## config.mk

```make
export PLATFORM = sky130hd
export DESIGN_NAME = gtg_back
export DESIGN_NICKNAME = d
export VERILOG_FILES = /design/src/design/gtg_pkg.sv /design/src/design/gtg_back.sv
export SDC_FILE = /design/constraint.sdc
export NUM_CORES = 1
export LEC_CHECK = 0
export BUFFER_PORTS_ARGS = -buffer_cell sky130_fd_sc_hd__clkbuf_2
export CAP_MARGIN = 20
export CORE_MARGIN = 3
export CORE_UTILIZATION = 55
export CTS_BUF_LIST = sky130_fd_sc_hd__clkbuf_8 sky130_fd_sc_hd__clkbuf_16
export DETAILED_ROUTE_END_ITERATION = 16
export PLACE_DENSITY = 0.75
export SLEW_MARGIN = 30
export SYNTH_ARGS = -nofsm -noshare
export SYNTH_HDL_FRONTEND = slang
export SYNTH_SLANG_ARGS = --single-unit
```

## constraint.sdc

```tcl
create_clock -name clk -period 10.4 [get_ports clk]
set_input_delay 1.04 -clock clk [delete_from_list [all_inputs] [get_ports clk]]
set_output_delay 1.04 -clock clk [all_outputs]
set_load 0.02 [all_outputs]
```

## src/design/gtg_pkg.sv

```systemverilog
// Shared types and constants for the go-to-goal velocity controller.
// No dependencies.
package gtg_pkg;

  localparam int unsigned AngTabLen = 24;
  localparam logic signed [31:0] HalfPiQ28 = 32'sd421657428;
  localparam logic [15:0] InvKQ16 = 16'd39797;

  typedef enum logic [2:0] {
    REG_GOAL_X       = 3'd0,
    REG_GOAL_Y       = 3'd1,
    REG_LINEAR_GAIN  = 3'd2,
    REG_ANGULAR_GAIN = 3'd3,
    REG_STOP_RADIUS  = 3'd4
  } reg_idx_t;

  // CORDIC work word: dx, dy scaled by 2^12 plus growth
  typedef logic signed [31:0] cw_t;
  typedef logic signed [31:0] ang_t;

  // front-to-back queue entry
  typedef struct packed {
    logic [16:0]        distance;
    logic signed [15:0] bear;
    logic signed [14:0] heading;
    logic [7:0]         lin_gain;
    logic [7:0]         ang_gain;
    logic [14:0]        stop_radius;
  } job_t;

  function automatic ang_t atan_q28(input int unsigned i);
    case (i)
      0: atan_q28 = 32'sd210828714;
      1: atan_q28 = 32'sd124459457;
      2: atan_q28 = 32'sd65760959;
      3: atan_q28 = 32'sd33381290;
      4: atan_q28 = 32'sd16755422;
      5: atan_q28 = 32'sd8385879;
      6: atan_q28 = 32'sd4193963;
      7: atan_q28 = 32'sd2097109;
      8: atan_q28 = 32'sd1048571;
      9: atan_q28 = 32'sd524287;
      default: atan_q28 = 32'sd262144 >>> (i - 10);
    endcase
  endfunction

endpackage

```

## src/design/gtg_back.sv

```systemverilog
// Back part: gains, saturation and the arrival result.
// Depends on gtg_pkg.
module gtg_back (
  input  logic               clk,
  input  logic               rst_n,
  input  logic               job_valid,
  output logic               job_ready,
  input  gtg_pkg::job_t      job,
  output logic               out_valid,
  input  logic               out_ready,
  output logic [14:0]        out_linear_speed,
  output logic signed [15:0] out_turn_rate,
  output logic               out_arrived,
  output logic               out_last
);
  import gtg_pkg::*;

  logic        pend_r;   // arrival item still owed
  logic        vld_r;
  logic [14:0] lin_r;
  logic signed [15:0] turn_r;
  logic        arr_r, last_r;

  logic [24:0] lin_p;
  logic signed [26:0] turn_p;
  logic signed [19:0] turn_s;
  logic [20:0] lin_s;
  logic take, load, arrive;

  assign lin_p  = 25'(job.lin_gain) * 25'(job.distance);
  assign lin_s  = 21'((lin_p + 25'd8) >> 4);
  assign turn_p = 27'($signed({1'b0, job.ang_gain})) *
                  (27'(job.bear) - 27'(job.heading));
  assign turn_s = 20'((turn_p + 27'sd64) >>> 7);
  assign arrive = {2'b0, job.distance} < {4'b0, job.stop_radius};

  assign load = !vld_r || out_ready;
  assign job_ready = load && !pend_r;
  assign take = job_valid && job_ready;

  always_ff @(posedge clk) begin
    if (!rst_n) begin
      vld_r <= 1'b0; pend_r <= 1'b0;
    end else if (load) begin
      if (pend_r) begin
        vld_r <= 1'b1; pend_r <= 1'b0;
      end else begin
        vld_r <= take; pend_r <= take && arrive;
      end
    end
  end

  always_ff @(posedge clk) begin
    if (load) begin
      if (pend_r) begin
        lin_r <= '0; turn_r <= '0; arr_r <= 1'b1; last_r <= 1'b1;
      end else begin
        lin_r  <= (lin_s > 21'd32767) ? 15'd32767 : lin_s[14:0];
        turn_r <= (turn_s > 20'sd32767) ? 16'sh7fff :
                  (turn_s < -20'sd32768) ? 16'sh8000 : turn_s[15:0];
        arr_r  <= 1'b0;
        last_r <= !arrive;
      end
    end
  end

  assign out_valid = vld_r;
  assign out_linear_speed = lin_r;
  assign out_turn_rate = turn_r;
  assign out_arrived = arr_r;
  assign out_last = last_r;
endmodule

```

Word-level counts from Yosys, hierarchy flattened

Index checks and enable logic that the tools add are counted.
W data, S select, Z words.

Word-level logic and storage cells: 30
Output and inout bits: 35
Bits in registers: 35
Input port bits: 83

Reduce and logical (&&, ||, !) cells: 8
Order comparisons: 4
Muxes and demuxes: 6
Add/sub/neg operators: 3
Multipliers: 2

Operators with widths:

| cell                    | count |
|---|---|
| $mux W15                | 2 |
| $add A26 B8 Y27 const B | 1 |
| $mul A9 B17 Y26         | 1 |
| $add A25 B4 Y25 const B | 1 |
| $mul A8 B17 Y25         | 1 |
| $gt A21 B15 Y1 const B  | 1 |
| $gt A20 B16 Y1 const B  | 1 |
| $lt A20 B16 Y1 const B  | 1 |
| $lt A17 B15 Y1          | 1 |
| $sub A16 B15 Y17        | 1 |
| $mux W16                | 1 |
| $logic_and A1 B1 Y1     | 3 |
| $logic_not A1 Y1        | 3 |
| $mux W1                 | 3 |
| $reduce_or A2 Y1        | 1 |
| $logic_or A1 B1 Y1      | 1 |

Depth between registers and ports, before layout

Depth after elaboration: 6
Mapped depth: 31
Mapped depth without buffers: 29

Least setup slack after synthesis

No wires, ideal clock.

Path type: input-to-reg
Start: input port job[33] (netlist bit)
End: register turn_r[11], in the netlist out_turn_rate[11] (data pin)
Library setup time: 254 ps
Data required time: 10146 ps
Cell stages on the path: 28
Arrival: 7748 ps
Buffers on the path: 2
Setup slack: 2398 ps
Cell sequence: inv_1 > ha_1 > nor2b_1 > o21ai_0 > a21boi_0 > o21ai_0 > a21oi_1 > a311oi_1 > nor3b_1 > o22ai_1 > clkbuf_1 > nand2_1 > fa_1 > inv_1 > fa_1 > fa_1 > fa_1 > ha_1 > ha_1 > a21o_1 > a21o_1 > a21oi_1 > a21boi_1 > nor3b_1 > a311oi_1 > a311oi_2 > buf_4 > a21o_1

Cells in the longest elaborated chain, start to end: 6
Elaborated cells on any way between the ends: 7
Those cells by class: add/sub (2); mul (1); order compare (2); mux (2)

Ends and longest elaborated chain:

| item                   | RTL line       | RTL |
|---|---|---|
| start: declaration     | gtg_back.sv:8  | `input gtg_pkg::job_t job,` |
| $sub A16 B15 Y17 *     | gtg_back.sv:33 | `(27'(job.bear) - 27'(job.heading));` |
| $mul A9 B17 Y26 *      | gtg_back.sv:32 | `assign turn_p = 27'($signed({1'b0, job.ang_gain})) *` |
| $add A26 B8 Y27 *      | gtg_back.sv:34 | `assign turn_s = 20'((turn_p + 27'sd64) >>> 7);` |
| $lt A20 B16 Y1         | gtg_back.sv:60 | `(turn_s < -20'sd32768) ? 16'sh8000 : turn_s[15:0];` |
| $mux W16               | gtg_back.sv:60 |  |
| $mux W15 *             | gtg_back.sv:59 | `turn_r <= (turn_s > 20'sd32767) ? 16'sh7fff :` |
| end signal: assignment | gtg_back.sv:59 |  |
| end: declaration       | gtg_back.sv:21 | `logic signed [15:0] turn_r;` |

Mark *: on every way between the ends. The rest lies on a longest branch, timed or not.
A chain may end at the register's enable or synchronous reset.

Final worst setup path

Start: input port job[33] (netlist bit)
End: register turn_r[1], in the netlist out_turn_rate[1] (data pin)

Same word-level chain as after synthesis.

==> results.md <==
- Met3 Wirelength: 1130 µm
- Largest net degree at the start of global routing: 34
- Period utilization: 86.6%
- Reg2reg setup slack: 8.72 ns
- Avg WL per Cell: 14.8 µm
- Final GP Congestion: 0.840
- Max Freq: 111 MHz
- Crit-path max FO: 15
- Number of max-cap violations: 0
- Met2 WL post-DR: 12,400 µm
- CTS Hold Bufs: 0
- Post-cts sizing count: 0
- Maximum level of the CTS H-tree: 2
- R2r endpoint: out_turn_rate[1]
- DR vias/cell: 5.38
- Routed WL: 24,700 µm
- Global Route Usage Sum: 22.2%
- Initial DRC count: 309
- Std cell rows: 52
- DRC: 0
- Slew margin rel.: 45.1%
- Main synth FF type: edfxtp_1
- Unique cell type count in the Yosys netlist: 71
- RSZ-0062 raised after global routing: false
- Synth area leader: fa_1
- Die area: 0.0233 mm²
- Dpl hpwl: 21,100 µm
- Clk slew on worst S/H paths: 0.05 ns
- Die W: 153 µm
- Largest stage delay on the critical path: 0.65 ns
- Area after DPL: 0.0126 mm²
- Min Tclk post-route: 9.01 ns
- Layout area overhead: 8.24%
- Worst min-delay path class: flip-flop to flip-flop
- Count of clock tree sinks: 35
- Number of flops mapped to enable cells by yosys: 33
- Slew Viols, Final: 0
- First-pass GRT wire length: 44,300 µm
- Most used cell, CP: fa_1
- Fin Setup TNS: 0 ns
- CP top delay family: compound AO/OA/AOI/OAI gates
- Fin area: 0.0128 mm²
- Outcome: finished clean
- Sequential area share after synthesis: 8.72%
- Detail Route Antenna Nets: 0
- Arr. time, crit path: 9.04 ns
- DR top layer: met4
- Pre-antenna DRT Iters: 5
- Top cell type's share of synthesized area: 33.0%
- Antenna Cells: 0
- WP buf/inv: 3
- Hold Startpoint: out_valid
- Crit start category: input pin
- Worst-case clock buffer depth: 2
- Top-count cell post-synth: inv_1
- FF-to-FF path depth: 5
- Grt total ovfl: 0
- Root buf cell: clkbuf_16
- Routed met1 length: 10,800 µm
- Share of cells above drive strength 1: 10.7%
- Worst Tran Pin Value: 0.818 ns
- Mean area per synthesized cell: 9.01 µm²
- Worst R2R Start: pend_r
- Slowest CP cell: fa_1
- Buffer count from post-CTS setup fixing: 0
- Asr flop ratio synth: 0%
- WP data required: 10.43 ns
- Setup CP Type: input pin to flip-flop
- Starting density of the core: 57.1%
- Synth Register Bits: 35
- Antenna violations before repair: 0
- Nets@finish: 1,842
- Post-Syn Area: 0.0118 mm²
- Critical path endpoint category: flip-flop
- DR vias: 9,020
- Boundary pin count: 118
- Hold path endpoint: pend_r
- Final setup viols: 0
- Largest cells by area after synthesis: fa_1, ha_1, edfxtp_1, inv_1, and2_1
- Final Hold Viols: 0
- Clock latency at the later pin of the worst-skew pair: 0.28 ns
- Chip Height: 153 µm
- CTS buffer count: 5
- TritonCTS clock tree: built
- Cells after Synth: 1,311
- I/O Buffers: 117
- Commonest cells post-synth: inv_1, fa_1, ha_1
- Hold path depth: 3
- Clk_skew: 0.00717 ns
- Placeable Area: 0.0207 mm²
- Syn. warnings: 0
- Syn Nets: 1,747
- Vias in the first global route: 9,535
[area by class of cell]
class                   count  area, µm²
clock inverters             3       16.3
fillers                  1766       7900
flip-flops and latches     35       1030
multi-input cells         998       9750
inverters                 247        927
well taps                 270        338
repair buffers            119        601
clock buffers               5        125
[cells by family (layout without fill, tap and decap cells)]
kind of cell	Yosys count	in the layout	share of synthesized area, %
xor+xnor	53	53	3.93
fa+ha+maj	353	353	49.8
compound gates	179	179	10.7
mux	1	1	0.0847
flops	35	35	8.72
buf+inv	278	374	8.94
simple gates	412	412	17.9
[cells in the final DEF, fill, tap and decap left out, types with 18 or more instances in the layout]
cell / instances
a21o_1: 40
a21oi_1: 50
and2_1: 134
clkbuf_2: 117
edfxtp_1: 33
fa_1: 195
ha_1: 158
inv_1: 247
nand2_1: 151
nor2_1: 39
nor2b_1: 21
o21ai_0: 18
xnor2_1: 35
xor2_1: 18
[worst min-delay path, delay by kind of cell (launching register included)]
| kind | cells | cell delay (ns) |
|---|---|---|
| simple gates | 2 | 0.24 |
| compound gates | 1 | 0.07 |
| flops | 1 | 0.30 |
[through the flow]
stage               hold WS, ns  worst slack, ns  std cells  utilization, %
finish                    0.665             1.39       1677            61.8
global route              0.714            0.571       1677            61.8
CTS                       0.662             1.42       1676            61.7
detailed placement        0.655             1.19       1668            61.0
global placement          0.624             1.45       1668            61.0
floorplan                 0.523             2.40       1311               -
[state kept, by name, indices dropped and copies added, names as in the netlist]
name and cells:
out_valid 1, out_linear_speed 15, out_last 1, out_arrived 1, pend_r 1, out_turn_rate 16
[layer usage]
metal	global-route usage, %	vias up
met2	40.2	226
li1	-	4374
met5	0	-
met3	1.76	35
met4	5.56	0
met1	29.0	4385
[how the worst max path moves through the flow]
stage / from / to / depth (start not counted)
global placement: job[33] / out_turn_rate[1] / 28
CTS: job[46] / out_turn_rate[1] / 29
finish: job[33] / out_turn_rate[1] / 27
detailed placement: job[33] / out_turn_rate[1] / 28
floorplan: job[33] / out_turn_rate[11] / 28
global route: job[46] / out_turn_rate[1] / 28
Power is not shown: default switching activity piles up to over one toggle a cycle in this logic, so the estimate is an artifact.
