[config.mk]
export PLATFORM = sky130hd
export DESIGN_NAME = gtg_queue
export DESIGN_NICKNAME = d
export VERILOG_FILES = /design/src/design/gtg_pkg.sv /design/src/design/gtg_queue.sv
export SDC_FILE = /design/constraint.sdc
export NUM_CORES = 1
export LEC_CHECK = 0
export CORE_MARGIN = 2
export CORE_UTILIZATION = 55
export DETAILED_ROUTE_END_ITERATION = 6
export DONT_BUFFER_PORTS = 1
export GPL_TIMING_DRIVEN = 0
export PLACE_DENSITY = 0.74
export SETUP_SLACK_MARGIN = 0.3
export SYNTH_ARGS = -nofsm -noshare
export SYNTH_HDL_FRONTEND = slang
export SYNTH_SLANG_ARGS = --single-unit
[constraint.sdc]
create_clock -name clk -period 3.7 [get_ports clk]
set_clock_uncertainty 0.2 [all_clocks]
set_input_delay 0.74 -clock clk [delete_from_list [all_inputs] [get_ports clk]]
set_output_delay 0.74 -clock clk [all_outputs]
set_load 0.05 [all_outputs]
[src/design/gtg_pkg.sv]
// Shared types and constants for the go-to-goal velocity controller.
// No dependencies.
package gtg_pkg;

  localparam int unsigned AngTabLen = 24;
  localparam logic signed [31:0] HalfPiQ28 = 32'sd421657428;
  localparam logic [15:0] InvKQ16 = 16'd39797;

  typedef enum logic [2:0] {
    REG_GOAL_X       = 3'd0,
    REG_GOAL_Y       = 3'd1,
    REG_LINEAR_GAIN  = 3'd2,
    REG_ANGULAR_GAIN = 3'd3,
    REG_STOP_RADIUS  = 3'd4
  } reg_idx_t;

  // CORDIC work word: dx, dy scaled by 2^12 plus growth
  typedef logic signed [31:0] cw_t;
  typedef logic signed [31:0] ang_t;

  // front-to-back queue entry
  typedef struct packed {
    logic [16:0]        distance;
    logic signed [15:0] bear;
    logic signed [14:0] heading;
    logic [7:0]         lin_gain;
    logic [7:0]         ang_gain;
    logic [14:0]        stop_radius;
  } job_t;

  function automatic ang_t atan_q28(input int unsigned i);
    case (i)
      0: atan_q28 = 32'sd210828714;
      1: atan_q28 = 32'sd124459457;
      2: atan_q28 = 32'sd65760959;
      3: atan_q28 = 32'sd33381290;
      4: atan_q28 = 32'sd16755422;
      5: atan_q28 = 32'sd8385879;
      6: atan_q28 = 32'sd4193963;
      7: atan_q28 = 32'sd2097109;
      8: atan_q28 = 32'sd1048571;
      9: atan_q28 = 32'sd524287;
      default: atan_q28 = 32'sd262144 >>> (i - 10);
    endcase
  endfunction

endpackage

[src/design/gtg_queue.sv]
// Two-entry queue between the front and back parts.
// Depends on gtg_pkg.
module gtg_queue (
  input  logic          clk,
  input  logic          rst_n,
  input  logic          wr_valid,
  output logic          wr_ready,
  input  gtg_pkg::job_t wr_data,
  output logic          rd_valid,
  input  logic          rd_ready,
  output gtg_pkg::job_t rd_data
);
  import gtg_pkg::*;

  job_t mem_r [2];
  logic wp_r, rp_r;
  logic [1:0] cnt_r;
  logic wr, rd;

  assign wr_ready = cnt_r != 2'd2;
  assign rd_valid = cnt_r != 2'd0;
  assign rd_data  = mem_r[rp_r];
  assign wr = wr_valid && wr_ready;
  assign rd = rd_valid && rd_ready;

  always_ff @(posedge clk) begin
    if (!rst_n) begin
      wp_r <= 1'b0; rp_r <= 1'b0; cnt_r <= '0;
    end else begin
      if (wr) wp_r <= !wp_r;
      if (rd) rp_r <= !rp_r;
      cnt_r <= cnt_r + 2'(wr) - 2'(rd);
    end
  end

  always_ff @(posedge clk) begin
    if (wr) mem_r[wp_r] <= wr_data;
  end
endmodule

; After elaboration in Yosys (flattened, before gate mapping)
; Memories as Yosys holds them, arrays and structs flattened. A register that Yosys moved wholly into a read port is not among the register bits.
; Index checks and enable logic that the tools add are counted.
[op_classes]
addsub = 2
eq_ne = 1
n_mux = 4
n_reduce_logical = 5
[op_table]
columns = cell, count
row1 = 1-bit 2-to-1 mux, 4
row2 = 2-bit by 1-bit adder with 2-bit output, 1
row3 = 1-bit logical AND, 2
row4 = 1-bit zero test, 2
row5 = "2-bit != test, second input constant", 1
row6 = 2-bit nonzero test, 1
row7 = 2-bit by 1-bit subtractor with 2-bit output, 1
[word_totals]
regBits = 4
mem_bits_rw = 158
output_inout_bits = 81
n_memories = 1
[mem_list]
columns = memory, words, width, read_ports, rd_ports_with_merged_regs, wr, line
row1 = mem_r, 2, 79, 1, 1, 1, gtg_queue.sv:15  ; job_t mem_r [2];

; Depth between registers and ports, before layout
; Gate-level depths: netlist of the first run.
[depth]
ltp_word = 4
ltp_mapped = 6
ltp_nobuf = 6

; Worst setup path before layout of the first run
; Ideal clock, no wire load.
[synth_path]
kind = register to register
from = register cnt_r[0]
to = memory mem_r[1][0] in the netlist's numbering, enable pin
arrival_ns = 2.871
required_ns = 3.054
slack_ns = 0.182
path_stages_with_launch = 3
n_path_buf = 0
period_less_slack_ns = 3.518
path_cell_list = dfxtp_1 -> nand2b_1 -> and3_1
[synth_between]
elab_chain_len = 4
[synth_rtl]
columns = item, line
row1 = "start, declared", gtg_queue.sv:17  ; logic [1:0] cnt_r;
row2 = "start signal, assigned", gtg_queue.sv:32  ; cnt_r <= cnt_r + 2'(wr) - 2'(rd);
row3 = 2-bit != test, gtg_queue.sv:20  ; assign wr_ready = cnt_r != 2'd2;
row4 = via wr_ready, gtg_queue.sv:7  ; output logic wr_ready,
row5 = 1-bit logical AND, gtg_queue.sv:23  ; assign wr = wr_valid && wr_ready;
row6 = 1-bit 2-to-1 mux, gtg_queue.sv:37  ; if (wr) mem_r[wp_r] <= wr_data;
row7 = 1-bit 2-to-1 mux (not written as such), gtg_queue.sv:37
row8 = "end, declared", gtg_queue.sv:15
; The timed path passes the listed nets, and every way through them passes these cells.

==> results.cfg, run 1 <==
[route]
post_detailed_routing_wire_length_um = 9300
drc_errors = 0
drtAntennaViolNets = 0
drtPass1Iterations = 4
drt-wirelength-per-cell_um = 20.7
via_per_inst = 5.51
route.vias.total = 2481
dr.first_iter.drc_count = 127

[final_layout]
area_growth_syn_to_layout_pct = 13.0
layout.filler_cells = 753
commonest_cells_after_routing_fill_and_taps_aside = 158 x sky130_fd_sc_hd__edfxtp_1, 73 x sky130_fd_sc_hd__mux2_2, 16 x sky130_fd_sc_hd__clkbuf_16
multiInputGateArea_mm2 = 0.00107
layout.cells.non_filler = 450
final_nets = 381
commonest_non_fill_non_tap_cell_in_the_layout = sky130_fd_sc_hd__edfxtp_1
antenna-diode-count = 0
post_route_cells_drive_above_1_share_pct = 39.4
final-seq-area_mm2 = 0.00484
finish.instance_area_mm2 = 0.00676

[clock_tree]
cts-hold-fix-buffers = 0
cts_setup_buffers = 0
clockRootBuffer = sky130_fd_sc_hd__clkbuf_8
tritoncts = built
insertion_delay_ns = 0.50
cts_htree_levels = 4
clk_path_buf_depth = 2
tritoncts.num_buffers = 17
cts_resized = 0
clk_pin_slew_ns = 0.06
tritoncts_num_sinks = 163

[synth]
synth.net_count = 360
post_synth_fa_ha_maj_area_fraction_pct = 0.209
synth_area_leaders = sky130_fd_sc_hd__edfxtp_1 79%, sky130_fd_sc_hd__mux2_2 14%, sky130_fd_sc_hd__dfxtp_1 1.7%
synth_compound_gate_area_share_pct = 0.732
synthesis.instances = 276
synth.yosys.seq_area_share_pct = 81.0
ys_warn_count = 0
combinational_family_with_the_most_area_after_synthesis = multiplexers
post_synthesis_sequential_element_count = 163
synth_simple_gate_area_share_pct = 1.44
yosys.area.top_type = sky130_fd_sc_hd__edfxtp_1
synth_mux_area_share_pct = 15.3
synth_top_area_share_pct = 79.3
syn_area_per_cell_um2 = 21.7
synth_cell_type_count = 25
yosys.area_share.xor_xnor_pct = 0.146
synth_area_mm2 = 0.00598

[power_and_ir_drop]
p_per_area_mw_per_mm2 = 789
leakage_uw = 0.00223
p_total_uw = 5330
vdd_ir_drop_max_v = 0.000401

[floorplanning]
initial_utilization_pct = 55.6
die_y_um = 108
placeableCoreArea_mm2 = 0.0107
boundaryPins = 164
rows = 38
chipWidth_um = 108
die_footprint_mm2 = 0.0117

[sta]
tightestPinTransition_ns = 0.643
max_clock_freq_mhz = 368
timing_hold_violations_final = 0
setup_violations = 0
final_period_minus_worst_setup_slack_ns = 2.72
fin_worst_hold_slack_ns = 0.131
total_negative_setup_slack_ns = 0
setup_repair_after_global_routing_missed_its_margin = false
pins_over_slew_limit = 0
normalized_max_slew_margin_pct = 57.2
period_share_pct = 73.5

[placed_design]
place.gp.congestion = 0.667
dp_cells = 418
dp_hpwl_um = 6130
buffer_ports.inserted = 0
placed_area_mm2 = 0.00620

[hold_path]
timing.hold.worst.class = in2reg

[worst_setup_path]
worst_ep_arrival_time_ns = 1.78
timing.critical_path.required_ns = 2.76
cp-end-kind = output port
highest_net_fanout_along_the_worst_path = 10
timing.setup.critical_path_class = reg2out
startpoint_type = register

[grt]
maximum_number_of_pins_on_one_net_before_global_route_repair = 41
grt_util_all_layers_pct = 15.7
grt.overflow.total = 0
grt_antenna_before_repair = 0
number_of_global_route_vias_before_repair = 2535
global_route_wire_length_before_repair_um = 13200

[job]
cap_viol_max_count = 0

[status]
status = finished clean
worst max-delay path: stages, from the launching register on:
cell                      delay, ns
sky130_fd_sc_hd__dfxtp_1       0.32
sky130_fd_sc_hd__buf_6         0.14
sky130_fd_sc_hd__buf_2         0.30
sky130_fd_sc_hd__mux2_2        0.52
final cells by class:
type                            count  share of cell area (%)
Sequential cell                   163                    71.7
Clock buffer                       23                    6.61
Clock inverter                      9                    1.57
Inverter                            2                   0.148
Multi-Input combinational cell    102                    15.8
Tap cell                          140                    2.59
Buffer                              9                   0.945
Timing Repair Buffer                2                   0.593
path summary, 6_finish.rpt:
kind | startpoint | to | slack (ns) | cells past startpoint
min reg2reg | rp_r | register | 0.31 | 2
max reg2reg | cnt_r[0] | mem_r[0][6] | 1.18 | 4
max | register | rd_data[54] | 0.98 | 3
min | wr_data[37] | mem_r[1][37] | 0.13 | 0
flip-flops by register name, summed over array words and instances, names as in the netlist, named ones only:
name / cells
mem_r: 158
cnt_r: 2
wp_r: 1
rp_r: 1
per-layer routing:
metal  share of wire, %  wire [um]  vias to the layer above  track usage, %
met5                  0          0                        -               0
met4               0.79         73                        0            5.49
met3                 12       1140                        7            8.98
met2                 51       4750                      113            26.6
met1                 36       3340                     1229            16.3
li1                   -          -                     1132               -
Yosys cell counts, drive strengths merged:
cell,number
edfxtp,158
mux2,79
buf,9
dfxtp,5
nor2,4
and3,2
inv,2
o21ai,2
a21bo,1
a21oi,1
and2,1
ha,1
nand2b,1
nand3,1
nand3b,1
nor2b,1
nor3,1
nor4,1
nor4bb,1
o21ba,1
o31a,1
or2,1
xor2,1
power breakdown:
| group | total, uW | switching, uW | leakage [uW] | internal, uW |
|---|---|---|---|---|
| combinational | 1430 | 1100 | 0.000447 | 324 |
| sequential | 2290 | 45.4 | 0.00152 | 2240 |
| clock | 1620 | 639 | 0.000262 | 977 |
| total | 5330 | 1790 | 0.00223 | 3540 |
stage by stage:
step	util, %	setup slack, ns
after global routing	62.9	0.875
after floorplan	-	0.475
after detailed placement	57.7	1.18
after CTS	62.9	0.933
final	62.9	0.980
after global placement	57.3	-0.346
cells by family (layout without fill, tap and decap cells):
kind of cell,count (synthesis),in the layout
compound gates,6,6
mux,79,79
xor+xnor,1,1
flops,163,163
simple gates,15,15
fa+ha+maj,1,1
buf+inv,11,45
Power figures use the tool's default switching activity.
==> run 2: changes to the inputs <==
Settings changed: PLACE_DENSITY 0.74 to 0.77.
Clock period 3.7 ns to 2.4 ns, I/O delays scaled along.
==> run 2 against run 1 <==
Effect of this change:
- cell area increased by 20%
- sequential share of layout area down 12 points
- clock power is 66% higher
- routed wire length up 28%
- via count rose by 18%
- count of clock-buffer cells in the layout shrank 2
- register-to-register slack worse by 0.74 ns
- global-route usage rose by 4.4 points
- cell count grew 21%
- combinational power rose by 100%
- utilization is 13 points higher
- die area stayed put
- critical path type unchanged
- critical endpoint is now rd_data[73]
==> results.cfg, run 2 (same netlist as run 1, synthesis figures left out) <==
[status]
status = finished clean

[final_layout]
commonest_non_fill_non_tap_cell_in_the_layout = sky130_fd_sc_hd__edfxtp_1
layout.cells.non_filler = 546
finish.instance_area_mm2 = 0.00813
layout.filler_cells = 622
commonest_cells_after_routing_fill_and_taps_aside = 158 x sky130_fd_sc_hd__edfxtp_1, 81 x sky130_fd_sc_hd__dlygate4sd3_1, 79 x sky130_fd_sc_hd__mux2_4
antenna-diode-count = 0
largest_register_ff_count = 158
multiInputGateArea_mm2 = 0.00136
post_route_cells_drive_above_1_share_pct = 34.7
layout_top_registers = mem_r x158, cnt_r x2
final-seq-area_mm2 = 0.00485
area_growth_syn_to_layout_pct = 35.9
largest_register = mem_r
final_nets = 477

[worst_setup_path]
crit_slowest_cell = sky130_fd_sc_hd__mux2_4
crit_family = buffers and inverters
startpoint_type = register
cp-end-kind = output port
timing.rr.start = cnt_r[0]
timing.critical_path.required_ns = 1.72
worst_ep_arrival_time_ns = 1.65
critPathBufInv = 3
timing.critical_path.slowest_cell_delay_ns = 0.39
timing.setup.critical_path_class = reg2out
critical_path.most_common_cell = sky130_fd_sc_hd__buf_12
timing.critical_path.cells = buf_12, buf_8, buf_12, mux2_4
highest_net_fanout_along_the_worst_path = 10

[placed_design]
buffer_ports.inserted = 0
placed_area_mm2 = 0.00621
place.gp.congestion = 0.671
dp_cells = 418
placement.setup.worst_slack_ns = -0.117
dp_hpwl_um = 6190

[grt]
grt_util_all_layers_pct = 20.1
grt.overflow.total = 0
global_route_wire_length_before_repair_um = 16900
number_of_global_route_vias_before_repair = 3199
maximum_number_of_pins_on_one_net_before_global_route_repair = 45
grt_antenna_before_repair = 0

[floorplanning]
die_y_um = 108
die_footprint_mm2 = 0.0117
rows = 38
boundaryPins = 164
placeableCoreArea_mm2 = 0.0107
initial_utilization_pct = 55.6
chipWidth_um = 108

[route]
drtAntennaViolNets = 0
post_detailed_routing_wire_length_um = 11900
dr.first_iter.drc_count = 109
drtPass1Iterations = 4
route.vias.total = 2939
via_per_inst = 5.38
drc_errors = 0
drt-wirelength-per-cell_um = 21.7

[sta]
period_share_pct = 96.9
setup_repair_after_global_routing_missed_its_margin = true
tightestPinTransition_ns = 0.439
fin_worst_hold_slack_ns = 0.0457
total_negative_setup_slack_ns = 0
pins_over_slew_limit = 0
final_period_minus_worst_setup_slack_ns = 2.33
setup_violations = 0
max_clock_freq_mhz = 430
normalized_max_slew_margin_pct = 70.7
fin_ws_ns = 0.0734
timing_hold_violations_final = 0

[clock_tree]
cts_htree_levels = 4
clockRootBuffer = sky130_fd_sc_hd__clkbuf_8
tritoncts = built
tritoncts_num_sinks = 163
clk_pin_slew_ns = 0.06
insertion_delay_ns = 0.50
clk_path_buf_depth = 2
tritoncts.num_buffers = 17

[power_and_ir_drop]
vdd_ir_drop_max_v = 0.000674
leakage_uw = 0.00293
p_per_area_mw_per_mm2 = 1120

[hold_path]
timing.hold.worst.class = in2reg
worst_hold_startpoint = rd_ready

[job]
cap_viol_max_count = 0
-- run 2: cell count changes in the layout (fill, tap and decap cells not counted), moves of 4 or more --
| cell | before | now |
|---|---|---|
| sky130_fd_sc_hd__mux2_4 | 6 | 79 |
| sky130_fd_sc_hd__clkinvlp_4 | 3 | 7 |
| sky130_fd_sc_hd__buf_4 | 0 | 11 |
| sky130_fd_sc_hd__dlygate4sd3_1 | 0 | 81 |
| sky130_fd_sc_hd__buf_12 | 2 | 7 |
| sky130_fd_sc_hd__mux2_2 | 73 | 0 |
| sky130_fd_sc_hd__buf_2 | 6 | 0 |
-- run 2: per-stage QoR --
step	util (%)	total power, uW
5_1_grt	75.6	9400
3_3_place_gp	57.4	5800
6_report	75.6	9120
4_1_cts	75.3	9110
2_1_floorplan	-	5600
3_5_place_dp	57.8	5830
-- run 2: layout make-up --
type | count | share of cell area, %
tap | 140 | 2.16
clock inverter | 11 | 2.02
inverter | 2 | 0.139
sequential | 163 | 59.7
timing repair inverter | 2 | 0.185
buffer | 9 | 1.63
clock buffer | 21 | 5.28
multi-input combinational | 103 | 16.7
timing repair buffer | 95 | 12.2
-- run 2: path summary, 6_finish.rpt --
check	end	slack [ns]	cells past startpoint
hold / removal	register	0.05	3
setup / recovery	rd_data[73]	0.07	4
hold reg to reg	register	0.32	2
setup reg to reg	mem_r[1][51]	0.44	3
-- run 2: repair_timing --
item	4_1_cts	5_1_grt
pin swaps	0	2
setup endpoints to repair	158	164
hold buffers	81	0
hold endpoints to repair	163	0
resized for setup	94	3
buffers inserted	7	3
cloned	4	1
-- run 2: report_power, final --
group / internal [uW] / leakage [uW] / switching [uW]
registers: 3460 / 0.00152 / 91.9
clock network: 1680 / 0.000276 / 1010
logic: 991 / 0.00114 / 1880
-- run 2: per-layer routing --
metal | up-vias | GRT usage [%] | share of wire (%) | wire length (um)
met3 | 17 | 7.17 | 7.6 | 902
met4 | 0 | 7.42 | 1.7 | 199
met5 | - | 0 | 0 | 0
met1 | 1467 | 21.6 | 36 | 4290
met2 | 119 | 36.6 | 55 | 6480
li1 | 1336 | - | - | -
-- run 2: worst register-to-register path, cell delays in order (launching register included) --
cell	delay, ns
sky130_fd_sc_hd__dfxtp_2	0.38
sky130_fd_sc_hd__nand2b_4	0.27
sky130_fd_sc_hd__and3_4	0.44
sky130_fd_sc_hd__buf_12	0.31
==> run 3: changes to the inputs <==
Settings changed: CORE_UTILIZATION 55 to 40, HOLD_SLACK_MARGIN set to 0.1, PLACE_DENSITY 0.77 to not set.
==> run 3 against run 2 <==
Effect of this change:
- register-to-register slack improved by 0.05 ns
- worst hold slack improved by 0.092 ns
- routed wire length decreased by 2.1%
==> results.cfg, run 3 (same netlist as run 1, synthesis figures left out) <==
[status]
status = finished clean

[power_and_ir_drop]
p_per_area_mw_per_mm2 = 1100
leakage_uw = 0.00294
vdd_ir_drop_max_v = 0.000562

[worst_setup_path]
timing.rr.start = cnt_r[0]
rr_worst_depth = 3
startpoint_type = register
worst_ep_arrival_time_ns = 1.57
cp-end-kind = output port
critical_path.reg2reg.endpoint = mem_r[1][26]
highest_net_fanout_along_the_worst_path = 9
timing.setup.critical_path_class = reg2out
timing.reg2reg.setup_slack_ns = 0.49
timing.critical_path.required_ns = 1.72

[route]
drtAntennaViolNets = 0
drc_errors = 0
drt-wirelength-per-cell_um = 19.8
route.vias.total = 2940
post_detailed_routing_wire_length_um = 11600
via_per_inst = 5.00
dr.first_iter.drc_count = 161
drtPass1Iterations = 5

[final_layout]
layout_top_registers = mem_r x158, cnt_r x2
largest_register = mem_r
area_growth_syn_to_layout_pct = 37.2
largest_register_ff_count = 158
antenna-diode-count = 0
commonest_non_fill_non_tap_cell_in_the_layout = sky130_fd_sc_hd__edfxtp_1
utilization_pct = 56.2
final_nets = 476
commonest_cells_after_routing_fill_and_taps_aside = 158 x sky130_fd_sc_hd__edfxtp_1, 81 x sky130_fd_sc_hd__dlygate4sd3_1, 77 x sky130_fd_sc_hd__mux2_4
post_route_cells_drive_above_1_share_pct = 34.2
layout.filler_cells = 1101
layout.cells.non_filler = 588

[placed_design]
place.gp.congestion = 0.663
dp_cells = 463
buffer_ports.inserted = 0
placement.setup.worst_slack_ns = 0.244
dp_hpwl_um = 6780

[grt]
number_of_global_route_vias_before_repair = 3200
grt_util_all_layers_pct = 15.0
maximum_number_of_pins_on_one_net_before_global_route_repair = 43
grt.overflow.total = 0
global_route_wire_length_before_repair_um = 17700
grt_antenna_before_repair = 0

[clock_tree]
cts_htree_levels = 4
tritoncts_num_sinks = 163
tritoncts = built
insertion_delay_ns = 0.41
tritoncts.num_buffers = 17
clk_pin_slew_ns = 0.06
clk_path_buf_depth = 2
clockRootBuffer = sky130_fd_sc_hd__clkbuf_16

[floorplanning]
initial_utilization_pct = 41.0
placeableCoreArea_mm2 = 0.0146
rows = 44
chipWidth_um = 126
boundaryPins = 164
die_y_um = 126
die_footprint_mm2 = 0.0159

[sta]
timing_hold_violations_final = 0
final_period_minus_worst_setup_slack_ns = 2.25
fin_ws_ns = 0.155
total_negative_setup_slack_ns = 0
fin_worst_hold_slack_ns = 0.138
setup_repair_after_global_routing_missed_its_margin = true
tightestPinTransition_ns = 0.479
setup_violations = 0
period_share_pct = 93.6
max_clock_freq_mhz = 445
normalized_max_slew_margin_pct = 68.0
pins_over_slew_limit = 0

[hold_path]
holdPathEnd = rp_r
worst_hold_path.num_cells = 3
worst_hold_startpoint = rd_ready
timing.hold.worst.class = in2reg

[job]
cap_viol_max_count = 0
[run 3: cell types whose count changed in the layout (fill, tap and decap cells not counted), sizes merged]
cell      delta
buf          -3
bufbuf       +2
bufinv       -2
clkbuf       -1
clkinv       +4
clkinvlp     -2
[run 3: cell type report]
cell class	count	area [um^2]	area share (%)
Buffer	9	143	1.74
Clock buffer	19	433	5.28
Clock inverter	12	116	1.42
Inverter	2	11.3	0.137
Multi-Input combinational cell	103	1350	16.5
Sequential cell	163	4850	59.1
Tap cell	184	230	2.81
Timing Repair Buffer	95	1070	13.0
Timing Repair inverter	1	5.00	0.0610
[run 3: metrics by stage]
step	total power [uW]	cell area, um^2
3_5_place_dp	5890	6300
2_1_floorplan	5600	5990
5_1_grt	9320	8210
3_3_place_gp	5830	6220
6_report	9000	8210
4_1_cts	9050	8140
[run 3: how the worst max path moves through the flow]
stage / to / cells after the start
floorplan: mem_r[0][0] / 3
global placement: mem_r[0][1] / 3
detailed placement: mem_r[0][38] / 4
CTS: rd_data[73] / 4
global route: rd_data[70] / 4
finish: rd_data[70] / 4
[run 3: power by group]
part / leakage, uW / switching [uW] / internal [uW]
logic: 0.00116 / 1880 / 1060
clock network: 0.000259 / 1000 / 1510
registers: 0.00152 / 88.0 / 3460
total: 0.00294 / 2970 / 6030
[run 3: repair_timing]
action / in CTS / in global routing
endpoints found under the setup margin: 181 / 139
gates cloned: 5 / 1
buffers inserted: 3 / 4
pin swaps: 1 / 0
hold buffers: 81 / 0
resized for setup: 92 / 2
hold endpoints to repair: 163 / 0
[run 3: metal layers]
| metal | track usage, % | up-vias | share of wire (%) |
|---|---|---|---|
| li1 | - | 1329 | - |
| met1 | 17.0 | 1494 | 39 |
| met2 | 24.7 | 109 | 52 |
| met3 | 7.26 | 8 | 8.5 |
| met4 | 5.30 | 0 | 0.85 |
| met5 | 0 | - | 0 |
[run 3: worst max-delay path, stage by stage, from the launching register on]
cell,delay (ns)
sky130_fd_sc_hd__dfxtp_2,0.32
sky130_fd_sc_hd__buf_12,0.14
sky130_fd_sc_hd__buf_12,0.14
sky130_fd_sc_hd__clkbuf_16,0.16
sky130_fd_sc_hd__mux2_4,0.39
